--- src/rtl/tchr_pkg.sv ---
`timescale 1ns / 1ps
package tchr_pkg;

	localparam int unsigned S_TDATA_W = 72;
	localparam int unsigned M_TDATA_W = 104;

	localparam logic [31:0] FNV_BASIS = 32'd2166136261;
	localparam logic [31:0] FNV_PRIME = 32'd16777619;

	localparam logic OP_BYTE   = 1'b0;
	localparam logic OP_LOOKUP = 1'b1;

	localparam logic KIND_STORE  = 1'b0;
	localparam logic KIND_LOOKUP = 1'b1;

	typedef enum logic [5:0] {
		ST_IDLE   = 6'b000001,
		ST_WRITE  = 6'b000010,
		ST_REREAD = 6'b000100,
		ST_READ   = 6'b001000,
		ST_CMP    = 6'b010000,
		ST_EMIT   = 6'b100000
	} state_t;

endpackage

--- src/rtl/tchr_ram.sv ---
`timescale 1ns / 1ps
module tchr_ram #(
	parameter int unsigned WIDTH = 32,
	parameter int unsigned DEPTH = 16
) (
	input  logic                                    clk,
	input  logic                                    we,
	input  logic [((DEPTH > 1) ? $clog2(DEPTH) : 1)-1:0] wr_addr,
	input  logic [WIDTH-1:0]                        wr_data,
	input  logic [((DEPTH > 1) ? $clog2(DEPTH) : 1)-1:0] rd_addr,
	output logic [WIDTH-1:0]                        rd_data
);

	logic [WIDTH-1:0] mem [DEPTH];
	logic [WIDTH-1:0] rd_data_q;

	always_ff @(posedge clk) begin
		if (we) begin
			mem[wr_addr] <= wr_data;
		end
		rd_data_q <= mem[rd_addr];
	end

	assign rd_data = rd_data_q;

endmodule

--- src/rtl/tick_checksum_history_ring_core.sv ---
`timescale 1ns / 1ps
// Channel   Direction  tvalid/tready  tdata                                   tuser        tlast
// s_*       in         accept on both byte, tick, remote checksum (72 bits)   operation    last_byte
// m_*       out        accept on both found, match, checksum, oldest, newest,
//                                     held count (103 bits in 104)            result_kind  none
//
// A snapshot byte that is not the last one leaves the block idle and ready for the next
// byte; the hash update is one 32-bit multiply in the accumulator loop.
// A last byte passes the write and emit states before the next transfer, with a reread
// state between them once the ring is full, because the new oldest tick is read back
// from the tick memory; its result is loaded in the emit state.
// A lookup alternates read and compare states per entry examined, newest first, each step
// waiting on the registered read of the memories. s_tready is high only while no item is in work.
// Reset clears control state only; the memories are not cleared, and entries are read
// only below the fill count. A stalled result holds the block in its emit state.
module tick_checksum_history_ring_core #(
	parameter int unsigned WINDOW = 16
) (
	input  logic                            clk,
	input  logic                            arst_n,
	input  logic                            s_tvalid,
	output logic                            s_tready,
	// snapshot_byte [7:0], tick [39:8], remote_checksum [71:40]
	input  logic [tchr_pkg::S_TDATA_W-1:0]  s_tdata,
	input  logic                            s_tlast,
	// operation [0]
	input  logic                            s_tuser,
	output logic                            m_tvalid,
	input  logic                            m_tready,
	// found [0], checksum_match [1], checksum [33:2], oldest_tick [65:34],
	// newest_tick [97:66], held_count [102:98], zero [103]
	output logic [tchr_pkg::M_TDATA_W-1:0]  m_tdata,
	// result_kind [0]
	output logic                            m_tuser
);

	import tchr_pkg::*;

	localparam int unsigned AW = (WINDOW > 1) ? $clog2(WINDOW) : 1;
	localparam int unsigned CW = $clog2(WINDOW + 1);
	localparam logic [AW-1:0] LAST_SLOT = AW'(WINDOW - 1);
	localparam logic [CW-1:0] FULL_COUNT = CW'(WINDOW);

	state_t          state_q;
	logic [31:0]     acc_q;
	logic [AW-1:0]   head_q;
	logic [CW-1:0]   count_q;
	logic            out_valid_q;
	logic            out_kind_q;
	logic [M_TDATA_W-1:0] out_data_q;

	logic [31:0]     sum_q;
	logic [31:0]     tick_q;
	logic [31:0]     remote_q;
	logic [31:0]     newest_q;
	logic [31:0]     oldest_q;
	logic [AW-1:0]   ptr_q;
	logic [AW-1:0]   idx_q;
	logic            kind_q;
	logic            found_q;
	logic            match_q;

	logic [7:0]      in_byte;
	logic [31:0]     in_tick;
	logic [31:0]     in_remote;
	logic            s_accept;
	logic [31:0]     acc_mix;
	logic [31:0]     hash_next;
	logic [AW-1:0]   head_next;
	logic [AW-1:0]   head_prev;
	logic [AW-1:0]   ptr_dec;
	logic [AW-1:0]   rd_addr;
	logic            ram_we;
	logic [31:0]     rd_tick;
	logic [31:0]     rd_sum;
	logic            hit;
	logic            scan_end;
	logic            out_free;
	logic            emit_load;
	logic [31:0]     oldest_out;
	logic [31:0]     newest_out;

	assign in_byte   = s_tdata[7:0];
	assign in_tick   = s_tdata[39:8];
	assign in_remote = s_tdata[71:40];

	assign s_tready = (state_q == ST_IDLE);
	assign s_accept = s_tvalid && s_tready;

	assign acc_mix   = acc_q ^ {24'd0, in_byte};
	assign hash_next = acc_mix * FNV_PRIME;

	assign head_next = (head_q == LAST_SLOT) ? '0 : head_q + AW'(1);
	assign head_prev = (head_q == '0) ? LAST_SLOT : head_q - AW'(1);
	assign ptr_dec   = (ptr_q == '0) ? LAST_SLOT : ptr_q - AW'(1);

	assign ram_we  = (state_q == ST_WRITE);
	assign rd_addr = (state_q == ST_WRITE) ? head_next : ptr_q;

	tchr_ram #(
		.WIDTH(32),
		.DEPTH(WINDOW)
	) u_tick_ram (
		.clk     (clk),
		.we      (ram_we),
		.wr_addr (head_q),
		.wr_data (tick_q),
		.rd_addr (rd_addr),
		.rd_data (rd_tick)
	);

	tchr_ram #(
		.WIDTH(32),
		.DEPTH(WINDOW)
	) u_sum_ram (
		.clk     (clk),
		.we      (ram_we),
		.wr_addr (head_q),
		.wr_data (sum_q),
		.rd_addr (rd_addr),
		.rd_data (rd_sum)
	);

	assign hit      = (rd_tick == tick_q);
	assign scan_end = ((CW'(idx_q) + CW'(1)) == count_q);

	assign out_free  = !out_valid_q || m_tready;
	assign emit_load = (state_q == ST_EMIT) && out_free;

	assign oldest_out = (count_q == '0) ? 32'd0 : oldest_q;
	assign newest_out = (count_q == '0) ? 32'd0 : newest_q;

	always_ff @(posedge clk or negedge arst_n) begin
		if (!arst_n) begin
			state_q     <= ST_IDLE;
			acc_q       <= FNV_BASIS;
			head_q      <= '0;
			count_q     <= '0;
			out_valid_q <= 1'b0;
		end else begin
			case (state_q)
				ST_IDLE: begin
					if (s_accept) begin
						if (s_tuser == OP_BYTE) begin
							if (s_tlast) begin
								acc_q   <= FNV_BASIS;
								state_q <= ST_WRITE;
							end else begin
								acc_q <= hash_next;
							end
						end else if (count_q == '0) begin
							state_q <= ST_EMIT;
						end else begin
							state_q <= ST_READ;
						end
					end
				end
				ST_WRITE: begin
					head_q <= head_next;
					if (count_q != FULL_COUNT) begin
						count_q <= count_q + CW'(1);
						state_q <= ST_EMIT;
					end else begin
						state_q <= ST_REREAD;
					end
				end
				ST_REREAD: begin
					state_q <= ST_EMIT;
				end
				ST_READ: begin
					state_q <= ST_CMP;
				end
				ST_CMP: begin
					if (hit || scan_end) begin
						state_q <= ST_EMIT;
					end else begin
						state_q <= ST_READ;
					end
				end
				ST_EMIT: begin
					if (out_free) begin
						state_q <= ST_IDLE;
					end
				end
				default: begin
					state_q <= ST_IDLE;
				end
			endcase

			if (emit_load) begin
				out_valid_q <= 1'b1;
			end else if (m_tready) begin
				out_valid_q <= 1'b0;
			end
		end
	end

	always_ff @(posedge clk) begin
		case (state_q)
			ST_IDLE: begin
				if (s_accept) begin
					tick_q   <= in_tick;
					remote_q <= in_remote;
					kind_q   <= s_tuser;
					found_q  <= (s_tuser == OP_BYTE);
					match_q  <= 1'b0;
					sum_q    <= (s_tuser == OP_BYTE) ? hash_next : 32'd0;
					ptr_q    <= head_prev;
					idx_q    <= '0;
				end
			end
			ST_WRITE: begin
				newest_q <= tick_q;
				if (count_q == '0) begin
					oldest_q <= tick_q;
				end
			end
			ST_REREAD: begin
				oldest_q <= rd_tick;
			end
			ST_CMP: begin
				if (hit) begin
					found_q <= 1'b1;
					sum_q   <= rd_sum;
					match_q <= (rd_sum == remote_q);
				end else begin
					ptr_q <= ptr_dec;
					idx_q <= idx_q + AW'(1);
				end
			end
			default: begin
			end
		endcase

		if (emit_load) begin
			out_kind_q <= kind_q;
			out_data_q <= {1'b0, 5'(count_q), newest_out, oldest_out, sum_q, match_q, found_q};
		end
	end

	assign m_tvalid = out_valid_q;
	assign m_tuser  = out_kind_q;
	assign m_tdata  = out_data_q;

endmodule

--- config.mk ---
export PLATFORM = sky130hd
export DESIGN_NAME = tick_checksum_history_ring_core
export DESIGN_NICKNAME = d
export VERILOG_FILES = /design/src/rtl/tchr_pkg.sv /design/src/rtl/tchr_ram.sv /design/src/rtl/tick_checksum_history_ring_core.sv
export SDC_FILE = /design/constraint.sdc
export NUM_CORES = 2
export LEC_CHECK = 0
export BUFFER_PORTS_ARGS = -buffer_cell sky130_fd_sc_hd__buf_2
export CORE_MARGIN = 4
export CORE_UTILIZATION = 62
export DETAILED_ROUTE_END_ITERATION = 8
export PLACE_DENSITY = 0.86
export RECOVER_POWER = 50
export SETUP_SLACK_MARGIN = 0.1
export SYNTH_ARGS = -nofsm -noshare
export SYNTH_HDL_FRONTEND = slang
export SYNTH_SLANG_ARGS = --single-unit
--- constraint.sdc ---
create_clock -name clk -period 9.2 [get_ports clk]
set_input_delay 1.38 -clock clk [delete_from_list [all_inputs] [get_ports clk]]
set_output_delay 1.38 -clock clk [all_outputs]
set_load 0.01 [all_outputs]
After elaboration in Yosys (flattened, before gate mapping). Memory sizes are Yosys's and may differ from the RTL's. A register that Yosys moved wholly into a read port is not among the register bits. Index checks and enable logic that the tools add are counted.

Memories kept: 2. Register bits after elaboration: 323. Input bits: 78. Bits in writable memories: 1024. Word-level logic and storage cells: 99.

Memory list: u_sum_ram.mem (depth 16, width 32, read ports 1, clocked after memory_dff 1, write ports 1, line tchr_ram.sv:14) `logic [WIDTH-1:0] mem [DEPTH];`; u_tick_ram.mem (depth 16, width 32, read ports 1, clocked after memory_dff 1, write ports 1, line tchr_ram.sv:14).

Add/subtract/negate cells: 6. Reduce and logical (&&, ||, !) cells: 18. Multipliers: 1. Bitwise logic cells: 2. Multiplexer cells: 35. Equality and inequality tests: 17.

Operators with widths (count): two-way mux 32 bit (5); case mux 32 bit (2 select lines) (2); equality test 32 bit (2); two-way mux 6 bit (7); case mux 6 bit (6 select lines) (1); multiplier 32 x 25 -> 32 bit (second input constant) (1); two-way mux 4 bit (8); XOR 32 x 8 -> 32 bit (1); case mux 4 bit (2 select lines) (2); AND reduction 3 bit (4); adder 4 x 1 -> 4 bit (second input constant) (2); logical NOT 4 bit (2); two-way mux 1 bit (8); subtractor 4 x 1 -> 4 bit (second input constant) (2); equality test 6 x 1 -> 1 bit (second input constant) (1); equality test 6 x 2 -> 1 bit (second input constant) (1); equality test 6 x 3 -> 1 bit (second input constant) (1); equality test 6 x 4 -> 1 bit (second input constant) (1); equality test 6 x 5 -> 1 bit (second input constant) (1); equality test 6 bit (second input constant) (1); != test 2 bit (second input constant) (3); AND reduction 2 bit (3); nonzero test 2 bit (3); adder 4 x 1 -> 5 bit (second input constant) (1); 12 further kinds (16).

Logic depth before layout (Yosys ltp).
Depth after elaboration: 5. Depth in mapped cells: 21.

Hierarchy. Synthesis repeated with hierarchy kept, for this count alone.

Cells, all modules: 3042. Area total of the unflattened synthesis: 57843.0 um^2.

By module, submodules not included: tchr_ram at u_tick_ram (cells an instance 838, seq. area each 16015.4 um^2, area each 19854.0 um^2, instances 1); tchr_ram at u_sum_ram (cells an instance 838, seq. area each 16015.4 um^2, area each 19835.3 um^2, instances 1); tick_checksum_history_ring_core (cells an instance 1366, seq. area each 9477.8 um^2, area each 18153.7 um^2, instances 1).

Least setup slack after synthesis. No wires, ideal clock.

Path type: register to register. Start point: register state_q[5]. End point: memory u_sum_ram.mem[0][0], enable pin. Slack: 1.478 ns. Setup time: 0.564 ns. Clock period less this slack: 7.722 ns. Cell stages (with the launch flop): 7. Arrival time: 7.158 ns. Data required time: 8.636 ns. Cell sequence: dfrtp_1 > or4_4 > nor3b_4 > buf_2 > buf_1 > nand2_1 > nor3_1.

Word-level cells in the longest chain between the ends: 3.

RTL lines: start, declared (line tick_checksum_history_ring_core.sv:44) `state_t state_q;`; start signal, assigned (line tick_checksum_history_ring_core.sv:135) `state_q <= ST_IDLE;`; start signal, assigned (line tick_checksum_history_ring_core.sv:147) `state_q <= ST_WRITE;`; start signal, assigned (line tick_checksum_history_ring_core.sv:152) `state_q <= ST_EMIT;`; equality test 6 x 2 -> 1 bit (line tick_checksum_history_ring_core.sv:97) `assign ram_we = (state_q == ST_WRITE);`; two-way mux 1 bit (line tchr_ram.sv:18) `if (we) begin`; two-way mux 1 bit (not written as such) (line tchr_ram.sv:19) `mem[wr_addr] <= wr_data;`; end, declared (line tchr_ram.sv:14).

No other way between the ends.

Worst setup path in the final report.
Start point: input port s_tdata[4] (netlist name). End point: register sum_q[20] (data pin).

Word-level cells in the longest chain between the ends: 5.

RTL lines: start, declared (line tick_checksum_history_ring_core.sv:24) `input logic [tchr_pkg::S_TDATA_W-1:0] s_tdata,`; XOR 32 x 8 -> 32 bit (line tick_checksum_history_ring_core.sv:90) `assign acc_mix = acc_q ^ {24'd0, in_byte};`; multiplier 32 x 25 -> 32 bit (line tick_checksum_history_ring_core.sv:91) `assign hash_next = acc_mix * FNV_PRIME;`; two-way mux 32 bit (line tick_checksum_history_ring_core.sv:207) `sum_q <= (s_tuser == OP_BYTE) ? hash_next : 32'd0;`; two-way mux 32 bit (line tick_checksum_history_ring_core.sv:201) `if (s_accept) begin`; case mux 32 bit (2 select lines) (line tick_checksum_history_ring_core.sv:199) `case (state_q)`; end signal, assigned (line tick_checksum_history_ring_core.sv:207); end signal, assigned (line tick_checksum_history_ring_core.sv:224) `sum_q <= rd_sum;`; end, declared (line tick_checksum_history_ring_core.sv:52) `logic [31:0] sum_q;`.

No other way between the ends. The select of a mux whose other input is x is not followed. A chain may end at the register's enable or synchronous reset.

==> flow_summary_export.csv <==
group,metric,value,unit
clock_tree,cts_buffers,137,
die,fp.dieH,314.8,microns
critical_path,startpoint,"s_tdata[4]",
global_route,grt_pass1_vias,31949,
placed_design,port_buffers,183,
clock_tree,clockBufferDepth,3,
cells_and_area,post-route-util,69.65,%
clock_tree,cts.sinks,1411,
drt,drt_pass1_iterations,5,
logic_synthesis,synth.ff_latch_count,1411,
worst_hold_path,worstHoldPathType,"register to register",
drt,drt-initial-drc-count,4703,
cells_and_area,drive_gt1_share,20.33,%
placed_design,dp_hpwl,78560,microns
global_route,track_usage,30.05,%
timing,holdWs,419.7,ps
global_route,antenna_found_initial,2,
critical_path,crit_fanout,6,
drt,ant_nets,0,
logic_synthesis,yosys_warnings,0,
logic_synthesis,async_flop_share,3.402,%
timing,tightest_slew,3999,ps
clock_tree,postCtsHoldBufs,0,
clock_tree,cts_root_buf,"clkbuf_16",
critical_path,reg2reg_from,"acc_q[6]",
critical_path,worstSetupPathType,"input port to register",
critical_path,cp-start-kind,"input port",
critical_path,crit_path_end_kind,"register",
critical_path,reg2reg_depth,17,
critical_path,r2r_end,"sum_q[20]",
critical_path,reg2reg_setup_slack,2710,ps
placed_design,placed_cell_area,60820,sq um
flow_run,cap_violations,6,
clock_tree,clk_latency,750,ps
cells_and_area,final_cell_area,65010,sq um
global_route,grt_pass1_wl,214900,microns
clock_tree,post-cts-setup-buffer-count,0,
logic_synthesis,syn-cell-area,58350,sq um
logic_synthesis,synth_nets,3434,
timing,clock_skew,30.60,ps
clock_tree,tritoncts,"built",
placed_design,place_congestion,0.8945,
drt,drt-wirelength-per-cell,31.04,microns
logic_synthesis,synthCells,3087,
timing,min_period_over_period,73.78,%
die,start_util,62.53,%
clock_tree,path_clk_slew,60,ps
cells_and_area,nNetsFinal,3675,
critical_path,endpoint,"sum_q[20]",
clock_tree,cts_max_level,4,
drt,dr_total_vias,31190,
die,num_rows,112,
logic_synthesis,synth.avg_cell_area,18.90,sq um
die,die_w,314.8,microns
timing,tns,0,ps
drt,routed_wl,145700,microns
outcome,outcome,"finished with violations",
logic_synthesis,yosysSeqAreaShare,71.13,%
logic_synthesis,yosysUniqueCellTypes,64,
timing,maxSlewViolCount,255,
critical_path,required,9680,ps
timing,hold_violations,0,
global_route,grt_max_degree,143,
timing,finalSetupViolations,0,
timing,rsz0062_at_grt,"no",
clock_tree,cts_resized,0,
timing,max_slew_margin,-166.6,%
logic_synthesis,synth_edf_count,1299,
global_route,overflow,0,
outcome,failed_checks,"capacitance limit, slew limit",
timing,fmax,0.1473,GHz
die,core-area,93330,sq um
critical_path,crit_arrival,7260,ps
drt,drt-vias-per-instance,6.645,
drt,drcViolationCount,0,
timing,fin_crit,6788,ps
cells_and_area,syn2layout_area_growth,11.40,%
logic_synthesis,yosys_most_used_dff,"edfxtp_1",
die,io_pins,185,
die,die-area,99090,sq um
[layer usage]
layer / GRT usage, % / vias up / wire, microns
met5: 0 / - / 29
met4: 12.53 / 4 / 6255
met3: 6.600 / 409 / 16730
met2: 48.18 / 2405 / 71480
met1: 40.72 / 15809 / 51230
li1: - / 12563 / -
[cell type report]
class | count | area [sq um]
clock buffers | 198 | 3810
fillers | 5381 | 28320
diodes | 1 | 2.502
clock inverters | 52 | 457.9
flip-flops and latches | 1411 | 41510
repair buffers | 230 | 1246
well taps | 1254 | 1569
multi-input cells | 1371 | 15750
inverters | 177 | 665.6
[cell families (layout without fill, tap and decap cells)]
| group | after synthesis | count (layout) | share of synthesized area [%] |
|---|---|---|---|
| AOI/OAI and AO/OA | 291 | 291 | 3.345 |
| xor gates and xnor gates | 129 | 129 | 1.936 |
| adders and majority gates | 269 | 269 | 6.720 |
| buffers and inverters | 305 | 657 | 2.159 |
| DFF | 1411 | 1411 | 71.13 |
| muxes | 354 | 354 | 11.63 |
| other | 1 | 2 | 0.006426 |
| and+or+nand+nor | 327 | 327 | 3.070 |
[cells in the mapped netlist (42+ instances only)]
master | number | area, sq um
edfxtp_1 | 1299 | 39010
mux4_2 | 256 | 5766
ha_1 | 195 | 2440
inv_1 | 177 | 664.4
nor2b_1 | 131 | 819.5
a21oi_1 | 96 | 480.5
xor2_1 | 86 | 753.2
fa_1 | 74 | 1481
clkbuf_1 | 72 | 270.3
a211oi_1 | 68 | 510.5
nand2_1 | 66 | 247.7
mux2i_1 | 65 | 650.6
dfxtp_1 | 64 | 1281
xnor2_1 | 43 | 376.6
nor2_1 | 42 | 157.7
[worst min-delay path by stage]
stage	startpoint	end	slack, ps	cells past startpoint
2_1_floorplan	found_q	m_tdata[0]	400	0
3_3_place_gp	kind_q	m_tuser	400	0
3_5_place_dp	found_q	m_tdata[0]	410	0
4_1_cts	found_q	m_tdata[0]	420	0
5_1_grt	found_q	m_tdata[0]	440	0
6_report	found_q	m_tdata[0]	420	0
[per-stage QoR]
step | std cells | setup WS, ps
floorplan | 3087 | 1478
global placement | 4443 | 1906
detailed placement | 4443 | 1796
CTS | 4693 | 2562
global route | 4693 | 2188
finish | 4694 | 2412
[worst max-delay path, cell delays in order]
cell and delay (ps):
buf_2 110, xor2_1 430, ha_1 320, ha_1 300, fa_1 480, ha_1 240, fa_1 450, ha_1 310
inv_1 50, fa_1 470, inv_1 40, ha_1 370, nand3_1 100, a2111oi_0 850, o21ai_0 340, o21ai_0 480
a31oi_1 170, xnor2_1 160, a22o_1 200
[cells in the final DEF (no fill, tap or decap), drive strengths merged, types with 36 or more instances in the layout]
cell    Yosys  layout
clkbuf     72     238
edfxtp   1299    1299
buf        56     190
mux2i      65      65
xor2       86      86
xnor2      43      43
a21oi      96      96
ha        195     195
clkinv      0      36
nand2      66      66
dfxtp      64      64
a211oi     68      68
nor2b     131     131
fa         74      74
nor2       42      42
mux4      256     256
inv       177     187
Power is not shown: default switching activity piles up to over one toggle a cycle in this logic, so the estimate is an artifact.
